File: config.mk
export PLATFORM = sky130hd
export DESIGN_NAME = ratio_scaler_with_remainder_top
export DESIGN_NICKNAME = d
export VERILOG_FILES = /design/src/hw/rtl/rsr_pkg.sv /design/src/hw/rtl/ratio_scaler_with_remainder_top.sv /design/src/hw/rtl/rsr_div.sv
export SDC_FILE = /design/constraint.sdc
export NUM_CORES = 1
export LEC_CHECK = 0
export ABC_AREA = 1
export BUFFER_PORTS_ARGS = -buffer_cell sky130_fd_sc_hd__clkbuf_2
export CORE_ASPECT_RATIO = 1.2
export CORE_UTILIZATION = 58
export CTS_CLUSTER_SIZE = 20
export DETAILED_ROUTE_END_ITERATION = 8
export GPL_TIMING_DRIVEN = 0
export PLACE_DENSITY_LB_ADDON = 0.05
export SYNTH_ARGS = -nofsm -noshare
export SYNTH_HDL_FRONTEND = slang
export SYNTH_SLANG_ARGS = --single-unit
File: constraint.sdc
create_clock -name clk_i -period 7.2 [get_ports clk_i]
set_input_delay 1.44 -clock clk_i [delete_from_list [all_inputs] [get_ports clk_i]]
set_output_delay 1.44 -clock clk_i [all_outputs]
set_load 0.005 [all_outputs]
File: src/hw/rtl/rsr_pkg.sv
// ----------------------------------------------------------------------------
// rsr_pkg
// shared types and constants of the ratio scaler with remainder carry
// ----------------------------------------------------------------------------
package rsr_pkg;

  // event field widths
  localparam int unsigned TYPE_W  = 8;
  localparam int unsigned CODE_W  = 16;
  localparam int unsigned VALUE_W = 16;

  // configuration port
  localparam int unsigned CFG_IDX_W  = 3;
  localparam int unsigned CFG_DATA_W = 64;
  localparam int unsigned COUNT_W    = 3;

  // default number of code slots
  localparam int unsigned MAX_CODES_DEF = 4;

  // axis codes that carry a remainder
  localparam logic [CODE_W-1:0] CODE_WHEEL  = 16'h0008;
  localparam logic [CODE_W-1:0] CODE_HWHEEL = 16'h0006;

  // reset values of the configuration registers
  localparam logic [TYPE_W-1:0]     RST_MATCH_TYPE  = 8'd2;
  localparam logic [CFG_DATA_W-1:0] RST_MATCH_CODES = 64'h0000_0000_0006_0008;
  localparam logic [COUNT_W-1:0]    RST_CODE_COUNT  = 3'd2;
  localparam logic [VALUE_W-1:0]    RST_NUMERATOR   = 16'd1;
  localparam logic [VALUE_W-1:0]    RST_DENOMINATOR = 16'd1;

  // divider sizes: 32-bit dividend magnitude, one quotient bit a step
  localparam int unsigned DIVIDEND_W = 32;
  localparam int unsigned DIVISOR_W  = 16;
  localparam int unsigned DIV_STEPS  = DIVIDEND_W;
  localparam int unsigned DIV_CNT_W  = $clog2(DIV_STEPS);

  typedef enum logic [CFG_IDX_W-1:0] {
    CFG_MATCH_TYPE  = 3'd0,
    CFG_MATCH_CODES = 3'd1,
    CFG_CODE_COUNT  = 3'd2,
    CFG_NUMERATOR   = 3'd3,
    CFG_DENOMINATOR = 3'd4,
    CFG_INVERT      = 3'd5
  } cfg_idx_e;

  typedef enum logic [2:0] {
    ST_IDLE,
    ST_MUL,
    ST_START,
    ST_WAIT,
    ST_DONE
  } state_e;

  typedef struct packed {
    logic                  done;
    logic [DIVIDEND_W-1:0] quot;
    logic [DIVISOR_W-1:0]  rem;
  } div_res_t;

endpackage

File: src/hw/rtl/ratio_scaler_with_remainder_top.sv
// ----------------------------------------------------------------------------
// ratio_scaler_with_remainder_top
// scales matched input events by numerator / denominator with remainder carry
// ----------------------------------------------------------------------------
// usage
//   input stream: one beat per event; tuser carries the event type, tdata the
//   event code and signed value. output stream: one beat per input beat;
//   tdata is the value, tuser the was-scaled flag.
//   an event whose type matches and whose code sits in one of the enabled
//   slots is multiplied by the numerator (negated when invert is set), gets
//   the wheel or hwheel remainder added for those two axes, and is divided
//   by the denominator with truncation toward zero; the leftover becomes
//   the axis's new remainder. other events pass with the value untouched.
// sequencing
//   one event at a time. a scaled event runs through the multiply state,
//   the divider load state, the shared restoring divider (one quotient bit
//   a step), the divider's done flag and the done state, which loads the
//   output register; a pass-through event goes from the multiply state to
//   the done state. tready is high only while the sequencer is idle.
// reset and stalls
//   reset loads the register defaults and clears both remainders. a finished
//   beat waits in the output register while the receiver stalls; the next
//   event is still accepted and runs up to its hand-off meanwhile.
// the user, not the block, ensures configuration is written only while idle
// ----------------------------------------------------------------------------
module ratio_scaler_with_remainder_top #(
  parameter int unsigned MaxCodes = rsr_pkg::MAX_CODES_DEF
) (
  input  logic                             clk_i,
  input  logic                             rst_ni,
  // input event stream
  input  logic                             s_axis_tvalid_i,
  output logic                             s_axis_tready_o,
  input  logic [31:0]                      s_axis_tdata_i,  // event_code, event_value
  input  logic [rsr_pkg::TYPE_W-1:0]       s_axis_tuser_i,  // event_type
  // output event stream
  output logic                             m_axis_tvalid_o,
  input  logic                             m_axis_tready_i,
  output logic [rsr_pkg::VALUE_W-1:0]      m_axis_tdata_o,  // value_out
  output logic                             m_axis_tuser_o,  // was_scaled
  // configuration writes
  input  logic                             cfg_we_i,
  input  logic [rsr_pkg::CFG_IDX_W-1:0]    cfg_idx_i,
  input  logic [rsr_pkg::CFG_DATA_W-1:0]   cfg_wdata_i
);
  import rsr_pkg::*;

  localparam int unsigned CodeBits = MaxCodes * CODE_W;
  localparam logic [CodeBits-1:0] CodesRst = CodeBits'(RST_MATCH_CODES);

  // configuration registers
  logic [TYPE_W-1:0]         match_type_q;
  logic [CodeBits-1:0]       match_codes_q;
  logic [COUNT_W-1:0]        code_count_q;
  logic signed [VALUE_W-1:0] numerator_q;
  logic signed [VALUE_W-1:0] denominator_q;
  logic                      invert_q;

  // axis remainders
  logic signed [VALUE_W-1:0] wheel_rem_q, wheel_rem_d;
  logic signed [VALUE_W-1:0] hwheel_rem_q, hwheel_rem_d;

  // sequencer
  state_e state_q, state_d;

  // captured event
  logic signed [VALUE_W-1:0] raw_q;
  logic                      matched_q;
  logic                      is_wheel_q;
  logic                      is_hwheel_q;

  // arithmetic
  logic signed [DIVIDEND_W-1:0] acc_q;
  logic signed [DIVIDEND_W-1:0] acc_d;
  logic signed [VALUE_W:0]      num_eff;
  logic signed [VALUE_W-1:0]    den_eff;
  logic signed [VALUE_W-1:0]    rem_sel;
  logic signed [DIVIDEND_W:0]   prod;
  logic [DIVIDEND_W-1:0]        acc_mag;
  logic [DIVISOR_W-1:0]         den_mag;
  logic [DIVIDEND_W-1:0]        quot_s;
  logic [DIVISOR_W-1:0]         rem_s;
  div_res_t                     div_res;

  // event match
  logic [CODE_W-1:0] in_code;
  logic              code_hit;

  // output register
  logic                      m_valid_q, m_valid_d;
  logic [VALUE_W-1:0]        m_value_q;
  logic                      m_scaled_q;

  // sequencer outputs
  logic in_ready;
  logic mul_en;
  logic div_start;
  logic out_load;
  logic out_free;

  assign in_code  = s_axis_tdata_i[CODE_W-1:0];
  assign out_free = !m_valid_q || m_axis_tready_i;

  // ---------------- configuration ----------------
  always_ff @(posedge clk_i or negedge rst_ni) begin
    if (!rst_ni) begin
      match_type_q  <= RST_MATCH_TYPE;
      match_codes_q <= CodesRst;
      code_count_q  <= RST_CODE_COUNT;
      numerator_q   <= RST_NUMERATOR;
      denominator_q <= RST_DENOMINATOR;
      invert_q      <= 1'b0;
    end else if (cfg_we_i) begin
      unique case (cfg_idx_i)
        CFG_MATCH_TYPE:  match_type_q  <= cfg_wdata_i[TYPE_W-1:0];
        CFG_MATCH_CODES: match_codes_q <= cfg_wdata_i[CodeBits-1:0];
        CFG_CODE_COUNT:  code_count_q  <= cfg_wdata_i[COUNT_W-1:0];
        CFG_NUMERATOR:   numerator_q   <= cfg_wdata_i[VALUE_W-1:0];
        CFG_DENOMINATOR: denominator_q <= cfg_wdata_i[VALUE_W-1:0];
        CFG_INVERT:      invert_q      <= cfg_wdata_i[0];
        default: ;
      endcase
    end
  end

  // ---------------- code match ----------------
  // only slots below code_count take part; the slot count also caps it
  always_comb begin
    code_hit = 1'b0;
    for (int i = 0; i < MaxCodes; i++) begin
      if ((i < int'(code_count_q)) && (match_codes_q[i*CODE_W +: CODE_W] == in_code)) begin
        code_hit = 1'b1;
      end
    end
  end

  // ---------------- sequencer ----------------
  always_comb begin
    state_d = state_q;
    unique case (state_q)
      ST_IDLE:  if (s_axis_tvalid_i) state_d = ST_MUL;
      ST_MUL:   state_d = matched_q ? ST_START : ST_DONE;
      ST_START: state_d = ST_WAIT;
      ST_WAIT:  if (div_res.done) state_d = ST_DONE;
      ST_DONE:  if (out_free) state_d = ST_IDLE;
      default:  state_d = ST_IDLE;
    endcase
  end

  always_comb begin
    in_ready  = 1'b0;
    mul_en    = 1'b0;
    div_start = 1'b0;
    out_load  = 1'b0;
    unique case (state_q)
      ST_IDLE:  in_ready  = 1'b1;
      ST_MUL:   mul_en    = 1'b1;
      ST_START: div_start = 1'b1;
      ST_WAIT:  ;
      ST_DONE:  out_load  = out_free;
      default:  ;
    endcase
  end

  always_ff @(posedge clk_i or negedge rst_ni) begin
    if (!rst_ni) begin
      state_q <= ST_IDLE;
    end else begin
      state_q <= state_d;
    end
  end

  // capture the event on accept
  always_ff @(posedge clk_i or negedge rst_ni) begin
    if (!rst_ni) begin
      matched_q   <= 1'b0;
      is_wheel_q  <= 1'b0;
      is_hwheel_q <= 1'b0;
    end else if (in_ready && s_axis_tvalid_i) begin
      matched_q   <= (s_axis_tuser_i == match_type_q) && code_hit;
      is_wheel_q  <= in_code == CODE_WHEEL;
      is_hwheel_q <= in_code == CODE_HWHEEL;
    end
  end

  always_ff @(posedge clk_i) begin
    if (in_ready && s_axis_tvalid_i) begin
      raw_q <= s_axis_tdata_i[CODE_W +: VALUE_W];
    end
  end

  // ---------------- multiply and remainder add ----------------
  always_comb begin
    num_eff = (numerator_q == '0) ? (VALUE_W+1)'(1) : (VALUE_W+1)'(numerator_q);
    if (invert_q) begin
      num_eff = -num_eff;
    end
    den_eff = (denominator_q == '0) ? VALUE_W'(1) : denominator_q;
    if (is_wheel_q) begin
      rem_sel = wheel_rem_q;
    end else if (is_hwheel_q) begin
      rem_sel = hwheel_rem_q;
    end else begin
      rem_sel = '0;
    end
    // |raw * num| stays at or below 2^30, so the sum fits 32 bits
    prod  = (DIVIDEND_W+1)'(raw_q) * (DIVIDEND_W+1)'(num_eff);
    acc_d = DIVIDEND_W'(prod + (DIVIDEND_W+1)'(rem_sel));
  end

  always_ff @(posedge clk_i) begin
    if (mul_en) begin
      acc_q <= acc_d;
    end
  end

  // magnitudes into the divider; 0x8000 is the magnitude of the most negative den
  assign acc_mag = acc_q[DIVIDEND_W-1] ? DIVIDEND_W'(-acc_q) : DIVIDEND_W'(acc_q);
  assign den_mag = den_eff[VALUE_W-1] ? DIVISOR_W'(-den_eff) : DIVISOR_W'(den_eff);

  rsr_div u_div (
    .clk_i      (clk_i),
    .rst_ni     (rst_ni),
    .start_i    (div_start),
    .dividend_i (acc_mag),
    .divisor_i  (den_mag),
    .res_o      (div_res)
  );

  // truncating division: quotient sign from both operands, remainder from the dividend
  assign quot_s = (acc_q[DIVIDEND_W-1] ^ den_eff[VALUE_W-1]) ? -div_res.quot : div_res.quot;
  assign rem_s  = acc_q[DIVIDEND_W-1] ? -div_res.rem : div_res.rem;

  // ---------------- remainder update ----------------
  always_comb begin
    wheel_rem_d  = wheel_rem_q;
    hwheel_rem_d = hwheel_rem_q;
    if (out_load && matched_q) begin
      if (is_wheel_q) begin
        wheel_rem_d = rem_s;
      end else if (is_hwheel_q) begin
        hwheel_rem_d = rem_s;
      end
    end
  end

  always_ff @(posedge clk_i or negedge rst_ni) begin
    if (!rst_ni) begin
      wheel_rem_q  <= '0;
      hwheel_rem_q <= '0;
    end else begin
      wheel_rem_q  <= wheel_rem_d;
      hwheel_rem_q <= hwheel_rem_d;
    end
  end

  // ---------------- output register ----------------
  always_comb begin
    m_valid_d = m_valid_q;
    if (out_load) begin
      m_valid_d = 1'b1;
    end else if (m_axis_tready_i) begin
      m_valid_d = 1'b0;
    end
  end

  always_ff @(posedge clk_i or negedge rst_ni) begin
    if (!rst_ni) begin
      m_valid_q <= 1'b0;
    end else begin
      m_valid_q <= m_valid_d;
    end
  end

  always_ff @(posedge clk_i) begin
    if (out_load) begin
      m_value_q  <= matched_q ? quot_s[VALUE_W-1:0] : raw_q;
      m_scaled_q <= matched_q;
    end
  end

  assign s_axis_tready_o = in_ready;
  assign m_axis_tvalid_o = m_valid_q;
  assign m_axis_tdata_o  = m_value_q;
  assign m_axis_tuser_o  = m_scaled_q;

endmodule

File: src/hw/rtl/rsr_div.sv
// ----------------------------------------------------------------------------
// rsr_div
// unsigned restoring divider, one quotient bit per cycle
// ----------------------------------------------------------------------------
module rsr_div (
  input  logic                             clk_i,
  input  logic                             rst_ni,
  input  logic                             start_i,
  input  logic [rsr_pkg::DIVIDEND_W-1:0]   dividend_i,
  input  logic [rsr_pkg::DIVISOR_W-1:0]    divisor_i,
  output rsr_pkg::div_res_t                res_o
);
  import rsr_pkg::*;

  logic                  busy_q, busy_d;
  logic                  done_q, done_d;
  logic [DIV_CNT_W-1:0]  cnt_q, cnt_d;
  logic [DIVIDEND_W-1:0] quo_q, quo_d;
  logic [DIVISOR_W-1:0]  rem_q, rem_d;
  logic [DIVISOR_W-1:0]  dvs_q, dvs_d;

  logic [DIVISOR_W:0]    shifted;
  logic [DIVISOR_W:0]    diff;
  logic                  ge;

  assign shifted = {rem_q, quo_q[DIVIDEND_W-1]};
  assign ge      = shifted >= {1'b0, dvs_q};
  assign diff    = shifted - {1'b0, dvs_q};

  always_comb begin
    busy_d = busy_q;
    done_d = 1'b0;
    cnt_d  = cnt_q;
    quo_d  = quo_q;
    rem_d  = rem_q;
    dvs_d  = dvs_q;
    if (start_i) begin
      busy_d = 1'b1;
      cnt_d  = '0;
      quo_d  = dividend_i;
      rem_d  = '0;
      dvs_d  = divisor_i;
    end else if (busy_q) begin
      // partial remainder stays below the divisor, so it fits the low bits
      rem_d = ge ? diff[DIVISOR_W-1:0] : shifted[DIVISOR_W-1:0];
      quo_d = {quo_q[DIVIDEND_W-2:0], ge};
      cnt_d = cnt_q + 1'b1;
      if (cnt_q == DIV_CNT_W'(DIV_STEPS - 1)) begin
        busy_d = 1'b0;
        done_d = 1'b1;
      end
    end
  end

  always_ff @(posedge clk_i or negedge rst_ni) begin
    if (!rst_ni) begin
      busy_q <= 1'b0;
      done_q <= 1'b0;
      cnt_q  <= '0;
    end else begin
      busy_q <= busy_d;
      done_q <= done_d;
      cnt_q  <= cnt_d;
    end
  end

  always_ff @(posedge clk_i) begin
    quo_q <= quo_d;
    rem_q <= rem_d;
    dvs_q <= dvs_d;
  end

  assign res_o.done = done_q;
  assign res_o.quot = quo_q;
  assign res_o.rem  = rem_q;

endmodule

After elaboration in Yosys (flattened, before gate mapping)

Cells that the tools add are included.

Equal/unequal tests: 20
Shift-type cells: 0
Muxes and demuxes: 36
Div/mod/pow operators: 0
Add/subtract/negate cells: 8
Multiply operators: 1
$lt $le $gt $ge: 5
Reduce and logical (&&, ||, !) cells: 24
Bitwise logic cells: 2

Operators with widths:

| cell                                           | number |
|---|---|
| 2-to-1 mux 16 bit                              | 7 |
| 2-to-1 mux 32 bit                              | 3 |
| == test 16 bit                                 | 4 |
| negation 16 bit                                | 3 |
| 2-to-1 mux 17 bit                              | 2 |
| adder 32 x 16 -> 32 bit                        | 1 |
| zero test 16 bit                               | 2 |
| multiplier 16 x 17 -> 32 bit                   | 1 |
| negation 32 bit                                | 1 |
| >= comparator 17 x 16 -> 1 bit                 | 1 |
| negation 17 bit                                | 1 |
| == test 16 x 3 -> 1 bit, second input constant | 1 |
| == test 16 x 4 -> 1 bit, second input constant | 1 |
| 2-to-1 mux 1 bit                               | 16 |
| subtractor 16 bit                              | 1 |
| 2-to-1 mux 15 bit                              | 1 |
| one-hot mux 3 bit (5 select lines)             | 1 |
| AND reduction 2 bit                            | 7 |
| == test 3 x 2 -> 1 bit, second input constant  | 4 |
| 2-to-1 mux 3 bit                               | 4 |
| 2-to-1 mux 5 bit                               | 2 |
| == test 3 bit, second input constant           | 3 |
| == test 8 bit                                  | 1 |
| logical AND 1 bit                              | 7 |
| 14 further kinds                               | 21 |

Output and inout port bits: 19
Bits in writable memories: 0
Memory bits (read-only): 0
Input port bits: 112
Memories: 0
Register bits: 283
Bits in latches: 0

Logic depth before layout (Yosys ltp)

Gate-level depths: netlist of the first run.

Depth in word-level cells: 7
Depth in mapped cells: 39
Mapped depth without buffers: 37

Modules after synthesis

A second synthesis of the first run with hierarchy kept.

Cells, all modules: 3143
Area, all modules: 25972.4 µm²

Modules (own cells, without submodules):

| module                          | cells an instance | area each (µm²) | instances | sequential area each (µm²) |
|---|---|---|---|---|
| ratio_scaler_with_remainder_top | 2632              | 21962.3         | 1         | 5639.2 |
| rsr_div                         | 511               | 4010.1          | 1         | 1936.9 |

Least setup slack after synthesis of the first run

Ideal clock, no wire load.

Kind: reg-to-reg
Start point: register numerator_q[0]
End point: register acc_q[29], data pin
Path buffers: 3
Arrival: 7065 ps
Setup time: 253 ps
Cell stages (with the launch flop): 33
Slack: -118 ps
Cell sequence: dfstp_2 nor2_1 nand2_1 nor2_1 a21oi_2 buf_6 clkbuf_1 ha_1 nand2_2 nor2_1 nand2_1 nand2_1 nand2_1 nand2_1 clkbuf_1 nor2_1 fa_1 inv_1 fa_1 inv_1 fa_1 fa_1 fa_1 inv_1 fa_1 inv_1 ha_1 a21oi_1 o21ai_0 a221oi_1 nand3_1 nand2_1 nand2_1

Cells in the longest elaborated chain, start to end: 6

RTL lines:

| item                             | line                                   | RTL |
|---|---|---|
| from (decl)                      | ratio_scaler_with_remainder_top.sv:55  | `logic signed [VALUE_W-1:0] numerator_q;` |
| from (signal assigned)           | ratio_scaler_with_remainder_top.sv:118 | `CFG_NUMERATOR: numerator_q <= cfg_wdata_i[VALUE_W-1:0];` |
| zero test 16 bit                 | ratio_scaler_with_remainder_top.sv:194 | `num_eff = (numerator_q == '0) ? (VALUE_W+1)'(1) : (VALUE_W+1)'(numerator_q);` |
| 2-to-1 mux 17 bit (*)            | ratio_scaler_with_remainder_top.sv:194 |  |
| negation 17 bit                  | ratio_scaler_with_remainder_top.sv:196 | `num_eff = -num_eff;` |
| 2-to-1 mux 17 bit (*)            | ratio_scaler_with_remainder_top.sv:195 | `if (invert_q) begin` |
| multiplier 16 x 17 -> 32 bit (*) | ratio_scaler_with_remainder_top.sv:207 | `prod = (DIVIDEND_W+1)'(raw_q) * (DIVIDEND_W+1)'(num_eff);` |
| adder 32 x 16 -> 32 bit (*)      | ratio_scaler_with_remainder_top.sv:208 | `acc_d = DIVIDEND_W'(prod + (DIVIDEND_W+1)'(rem_sel));` |
| via acc_d[29]                    | ratio_scaler_with_remainder_top.sv:74  | `logic signed [DIVIDEND_W-1:0] acc_d;` |
| to (signal assigned)             | ratio_scaler_with_remainder_top.sv:213 | `acc_q <= acc_d;` |
| to (decl)                        | ratio_scaler_with_remainder_top.sv:73  | `logic signed [DIVIDEND_W-1:0] acc_q;` |

The timed path passes the listed nets; every way through them passes the cells marked *.
A chain may end at the register's enable or synchronous reset.

Worst setup path in the final report of the first run

Start point: register numerator_q[3]
End point: register acc_q[25], data pin

The elaborated chain is that of the path after synthesis.

==> flow_metrics.py, run 1 <==
metrics = {
    "timing": {
        "slew_violations": 0,
        "worst_slew_pin_slew_ns": 0.9070,
        "rsz0062_at_grt": "true",
        "fin_worst_skew_ns": 0.02453,
        "max_freq_ghz": 0.1409,
        "post-route-period-util_pct": 98.54,
        "finalSetupViolCount": 0,
        "finalCriticalPeriod_ns": 7.095,
        "slew_headroom_pct": 39.54,
        "finalWorstSetupSlack_ns": 0.1052,
        "finalHoldViolCount": 0,
    },
    "drt": {
        "route.detailed.drc": 0,
        "drtIter0Drc": 1478,
        "ant_nets": 0,
        "vias": 21750,
        "avgViaCountPerCell": 5.576,
        "wl_um": 72960,
        "wl_per_cell_um": 18.70,
        "dr.pass1.iters": 8,
    },
    "critical_path": {
        "worst_setup_path_end_kind": "flop",
        "cp.required_ns": 7.59,
        "slowest_stage": "fa_1",
        "critPathTopFamily": "adder cells",
        "cp-start-kind": "flop",
        "max_stage_delay_ns": 0.54,
        "crit_type": "reg -> reg",
        "path_max_fanout": 6,
        "arrival_ns": 7.48,
        "critPathMostFrequentCell": "fa_1",
        "crit_buf_inv": 8,
    },
    "cts": {
        "cts_tree": "built",
        "clockRootBuffer": "clkbuf_16",
        "cts.clk_slew.worst_paths_ns": 0.07,
        "htree_levels": 1,
        "clockBufferDepth": 3,
        "clock-sinks": 283,
        "insertion_delay_ns": 0.59,
        "cts_buffers": 30,
    },
    "global_route": {
        "grt_pass1_vias": 21580,
        "grt_usage_pct": 32.24,
        "antenna_found_initial": 1,
        "grt_pass1_wl_um": 112800,
        "overflow": 0,
        "grt_start_max_net_pins": 96,
    },
    "floorplan": {
        "pin_count": 131,
        "dieHeight_um": 233.5,
        "die_area_um2": 45500,
        "die_w_um": 194.9,
        "initial_core_util_pct": 58.94,
        "core-area_um2": 43930,
        "floorplan.rows": 84,
    },
    "finish": {
        "syn2layout_area_growth_pct": 13.01,
        "multi_input_area_um2": 16170,
        "seq_area_um2": 7587,
        "nets": 3827,
        "top_regs": "match_codes_q (64), acc_q (32), u_div.quo_q (32)",
        "final_cells": 3901,
        "diodes": 0,
        "largest-register": "match_codes_q",
        "drive_above_1_share_pct": 13.26,
        "final_cell_area_um2": 29260,
        "final_util_pct": 66.61,
        "fillers": 3785,
        "largest_reg_flops": 64,
    },
    "logic_synthesis": {
        "synth_top_area_cell": "fa_1",
        "yosys_warnings": 0,
        "yosys.area_share.simple_pct": 18.71,
        "ys_seq_area_share_pct": 29.26,
        "synth_compound_area_share_pct": 8.176,
        "netlist.area_leader.share_pct": 22.50,
        "ys_ff_latch": 283,
        "synth_xor_area_share_pct": 4.363,
        "synth.area.top_cells": "fa_1 (22%), dfrtp_1 (14%), edfxtp_1 (13%), inv_1 (9.4%), nand2_1 (8.3%)",
        "synthDistinctLibCells": 53,
        "synth_cells": 3120,
        "syn_area_per_cell_um2": 8.299,
        "syn_nets": 3629,
        "yosysMostFrequentCell": "inv_1",
        "synthAdderAreaFrac_pct": 27.62,
        "synthArstFlopShare_pct": 54.42,
        "ys.flop_type": "dfrtp_1",
        "synth_top_family_by_area": "adder cells",
        "netlist_top_cells_count": "inv_1 (646), nand2_1 (573), nor2_1 (352)",
        "synthMuxAreaShare_pct": 1.044,
        "syn_area_um2": 25890,
        "synth_edf_count": 113,
    },
    "run": {
        "cap_violations": 0,
    },
    "hold_path": {
        "hold_path_class": "reg -> reg",
    },
    "placement": {
        "placed_area_um2": 27310,
        "place_congestion": 0.9881,
        "dp_cells": 3809,
        "dpl_worst_slack_ns": -1.280,
        "port_buffers": 128,
        "hpwl_um": 58770,
    },
    "outcome": {
        "status": "complete, no violations",
    },
}
[final cells by class]
cell class / instances / share of cell area, %
Inverter: 660 / 8.569
Tap cell: 559 / 2.390
Clock buffer: 39 / 2.796
Buffer: 77 / 1.202
Multi-Input combinational cell: 2099 / 55.27
Timing Repair Buffer: 167 / 3.382
Sequential cell: 283 / 25.93
Clock inverter: 17 / 0.4618
[metal layers]
metal | wire, µm | up-vias | GRT usage (%)
met1 | 28270 | 10620 | 40.38
li1 | - | 10080 | -
met4 | 4270 | 2 | 16.90
met3 | 5069 | 217 | 4.851
met2 | 35340 | 835 | 54.29
met5 | 13 | - | 0
[per-stage QoR]
| stage | hold slack (ns) | setup TNS [ns] |
|---|---|---|
| 5_1_grt | 0.5095 | -0.6415 |
| 4_1_cts | 0.4932 | 0 |
| 6_report | 0.4875 | 0 |
| 3_3_place_gp | 0.4703 | -19.24 |
| 2_1_floorplan | 0.4451 | 0 |
| 3_5_place_dp | 0.4769 | -20.55 |
[worst reg2reg max path, delay by kind of cell (launching register included)]
family	cells	cell delay (ns)
adder cells (fa/ha/maj)	8	3.37
AND/OR/NAND/NOR	14	1.87
buffers and inverters	8	0.68
flip-flops	1	0.45
AO/OA/AOI/OAI	2	0.28
XOR/XNOR	1	0.25
[cells by family (layout without fill, tap and decap cells)]
kind of cell,Yosys count,count (layout)
AND/OR/NAND/NOR,1166,1166
flip-flops,283,283
buffers and inverters,738,960
AO/OA/AOI/OAI,386,386
XOR/XNOR,126,126
multiplexers,24,24
adder cells (fa/ha/maj),397,397
[repair_timing]
item,4_1_cts,5_1_grt
resized for setup,62,139
hold buffers,0,0
setup endpoints to repair,23,21
pin swaps,9,39
setup buffers,12,25
[layout by cell type, fill, tap and decap left out, types with 61 or more instances in the layout]
| cell | synthesis | routed |
|---|---|---|
| inv_1 | 646 | 634 |
| clkbuf_2 | 0 | 127 |
| nand2_1 | 573 | 551 |
| clkbuf_1 | 58 | 61 |
| nand3_1 | 130 | 128 |
| o21ai_0 | 205 | 195 |
| nor2_1 | 352 | 321 |
| edfxtp_1 | 113 | 113 |
| ha_1 | 106 | 86 |
| dfrtp_1 | 147 | 138 |
| xor2_1 | 93 | 91 |
| fa_1 | 291 | 280 |
| a21oi_1 | 92 | 80 |
[worst paths after layout]
check                                     from         endpoint  slack, ns  cells after the start
worst max-delay path            numerator_q[3]        acc_q[25]       0.11                     33
worst max register to register  numerator_q[3]        acc_q[25]       0.11                     33
worst min-delay path                 matched_q   m_axis_tuser_o       0.49                      0
worst min register to register       matched_q   m_axis_tuser_o       0.49                      0
min in group asynchronous               rst_ni   u_div.cnt_q[1]       0.82                      1
max in group asynchronous               rst_ni  numerator_q[10]       5.52                      2
Power of run 1 is left out: the tool's default activity adds up to more than one toggle a clock period on the data nets, which glitch-free logic cannot reach.
==> run 2, diff against run 1 <==
--- a/config.mk
+++ b/config.mk
@@ -8,7 +8,8 @@
 export ABC_AREA = 1
 export BUFFER_PORTS_ARGS = -buffer_cell sky130_fd_sc_hd__clkbuf_2
 export CORE_ASPECT_RATIO = 1.2
-export CORE_UTILIZATION = 58
+export CORE_UTILIZATION = 59
+export CTS_BUF_LIST = sky130_fd_sc_hd__clkbuf_8
 export CTS_CLUSTER_SIZE = 20
 export DETAILED_ROUTE_END_ITERATION = 8
 export GPL_TIMING_DRIVEN = 0
==> run 2 against run 1 <==
The flow now finishes with violations (DRC). Via count grew 0.91%. Die area shrank 1.7%. Register-to-register slack is essentially flat. Maximum frequency is essentially flat. Utilization grew 0.77 points. First-iteration DRC count grew 10%. Routed wire length grew 0.20%. Count of clock-buffer cells in the layout grew 14. Global-route usage grew 0.81 points. Non-clock buffer count shrank 7. Hold slack gained 0.0048 ns. Critical endpoint is now acc_q[27]. Highest routed layer unchanged.
==> flow_metrics.py, run 2 (synthesis results as in run 1) <==
metrics = {
    "critical_path": {
        "max_stage_delay_ns": 0.55,
        "worst_setup_path_end_kind": "flop",
        "path_max_fanout": 7,
        "critPathMostFrequentCell": "fa_1",
        "cp.required_ns": 7.67,
        "worstReg2RegStart": "numerator_q[6]",
        "cp-start-kind": "flop",
        "crit_path_start": "numerator_q[6]",
        "arrival_ns": 7.55,
        "crit_type": "reg -> reg",
        "crit_buf_inv": 6,
        "critPathTopFamily": "adder cells",
        "slowest_stage": "fa_1",
    },
    "cts": {
        "cts.hold.buffers_added": 0,
        "cts_buffers": 47,
        "insertion_delay_ns": 0.65,
        "cts.clk_slew.worst_paths_ns": 0.06,
        "cts_tree": "built",
        "clock-sinks": 283,
        "clockBufferDepth": 3,
        "htree_levels": 2,
        "clockRootBuffer": "clkbuf_8",
    },
    "drt": {
        "avgViaCountPerCell": 5.599,
        "vias": 21950,
        "route.detailed.drc": 13,
        "wl_per_cell_um": 18.65,
        "dr.pass1.iters": 9,
        "drtIter0Drc": 1627,
        "wl_um": 73110,
        "ant_nets": 0,
    },
    "finish": {
        "top_regs": "match_codes_q (64), acc_q (32), u_div.quo_q (32)",
        "nets": 3837,
        "layout_commonest_cell": "inv_1",
        "largest-register": "match_codes_q",
        "final_cell_mix": "inv_1 (659), nand2_1 (563), nor2_1 (328)",
        "final_cell_area_um2": 28970,
        "drive_above_1_share_pct": 12.33,
        "syn2layout_area_growth_pct": 11.88,
        "seq_area_um2": 7592,
        "multi_input_area_um2": 15970,
        "largest_reg_flops": 64,
        "final_cells": 3920,
        "fillers": 3723,
    },
    "timing": {
        "finalSetupViolCount": 0,
        "finalHoldViolCount": 0,
        "finalCriticalPeriod_ns": 7.089,
        "slew_violations": 0,
        "max_freq_ghz": 0.1411,
        "worst_slew_pin_slew_ns": 0.9636,
        "setup-tns-final_ns": 0,
        "post-route-period-util_pct": 98.46,
        "slew_headroom_pct": 35.33,
        "fin_worst_skew_ns": 0.04551,
    },
    "placement": {
        "dp_cells": 3802,
        "hpwl_um": 58370,
        "port_buffers": 128,
        "place_congestion": 0.9636,
        "placed_area_um2": 27290,
    },
    "global_route": {
        "grt_start_max_net_pins": 92,
        "antenna_found_initial": 2,
        "grt_pass1_vias": 22120,
        "overflow": 0,
        "grt_pass1_wl_um": 114400,
        "grt_usage_pct": 33.05,
    },
    "floorplan": {
        "die_w_um": 193.2,
        "initial_core_util_pct": 60.23,
        "die_area_um2": 44730,
        "dieHeight_um": 231.5,
        "core-area_um2": 42990,
        "floorplan.rows": 83,
        "pin_count": 131,
    },
    "outcome": {
        "status": "finished, violations left",
        "violations": "DRC",
    },
    "hold_path": {
        "hp-start": "match_codes_q[17]",
        "hold_path_class": "reg -> reg",
    },
    "run": {
        "cap_violations": 0,
    },
}
-- run 2: repair_timing --
| action | CTS | global route |
|---|---|---|
| buffers inserted | 8 | 21 |
| hold endpoints to repair | 0 | 0 |
| resized for setup | 42 | 104 |
| cloned | 0 | 1 |
| pin swaps | 6 | 22 |
| endpoints found under the setup margin | 23 | 20 |
-- run 2: final cells by class --
type,count,area share [%]
clock buffers,53,2.518
flip-flops and latches,283,26.21
inverters,660,8.668
repair buffers,160,3.244
clock inverters,34,0.6824
diodes,2,0.01728
plain buffers,77,1.166
well taps,552,2.384
multi-input cells,2099,55.11
-- run 2: per-stage QoR --
stage | utilization, % | setup WS, ns | hold slack [ns]
after floorplan | - | 0.0001616 | 0.4451
after global placement | 63.33 | -1.266 | 0.4619
after detailed placement | 63.47 | -1.299 | 0.4790
after CTS | 66.06 | 0.006553 | 0.4862
after global routing | 67.37 | -0.1029 | 0.4899
final | 67.38 | 0.1112 | 0.4923
-- run 2: per-layer routing --
layer / share of wire [%] / GRT usage (%) / vias up
li1: - / - / 10080
met1: 39 / 40.66 / 10650
met2: 48 / 55.67 / 958
met3: 7.3 / 5.602 / 252
met4: 6.0 / 18.45 / 2
met5: 0.018 / 0 / -
-- run 2: tightest hold or removal path, stage by stage, from the launching register on --
cell and delay, ns:
dfstp_2 0.37, inv_1 0.06, a21oi_1 0.06
-- run 2: path summary, 6_finish.rpt --
check | slack, ns | depth (start not counted) | end
worst max-delay path | 0.11 | 29 | acc_q[27]
worst min-delay path | 0.49 | 2 | match_codes_q[17]
worst max register to register | 0.11 | 29 | acc_q[27]
worst min register to register | 0.49 | 2 | match_codes_q[17]
max in group asynchronous | 5.53 | 2 | code_count_q[1]
min in group asynchronous | 0.80 | 1 | u_div.cnt_q[2]
Power of run 2 is left out for the same reason.
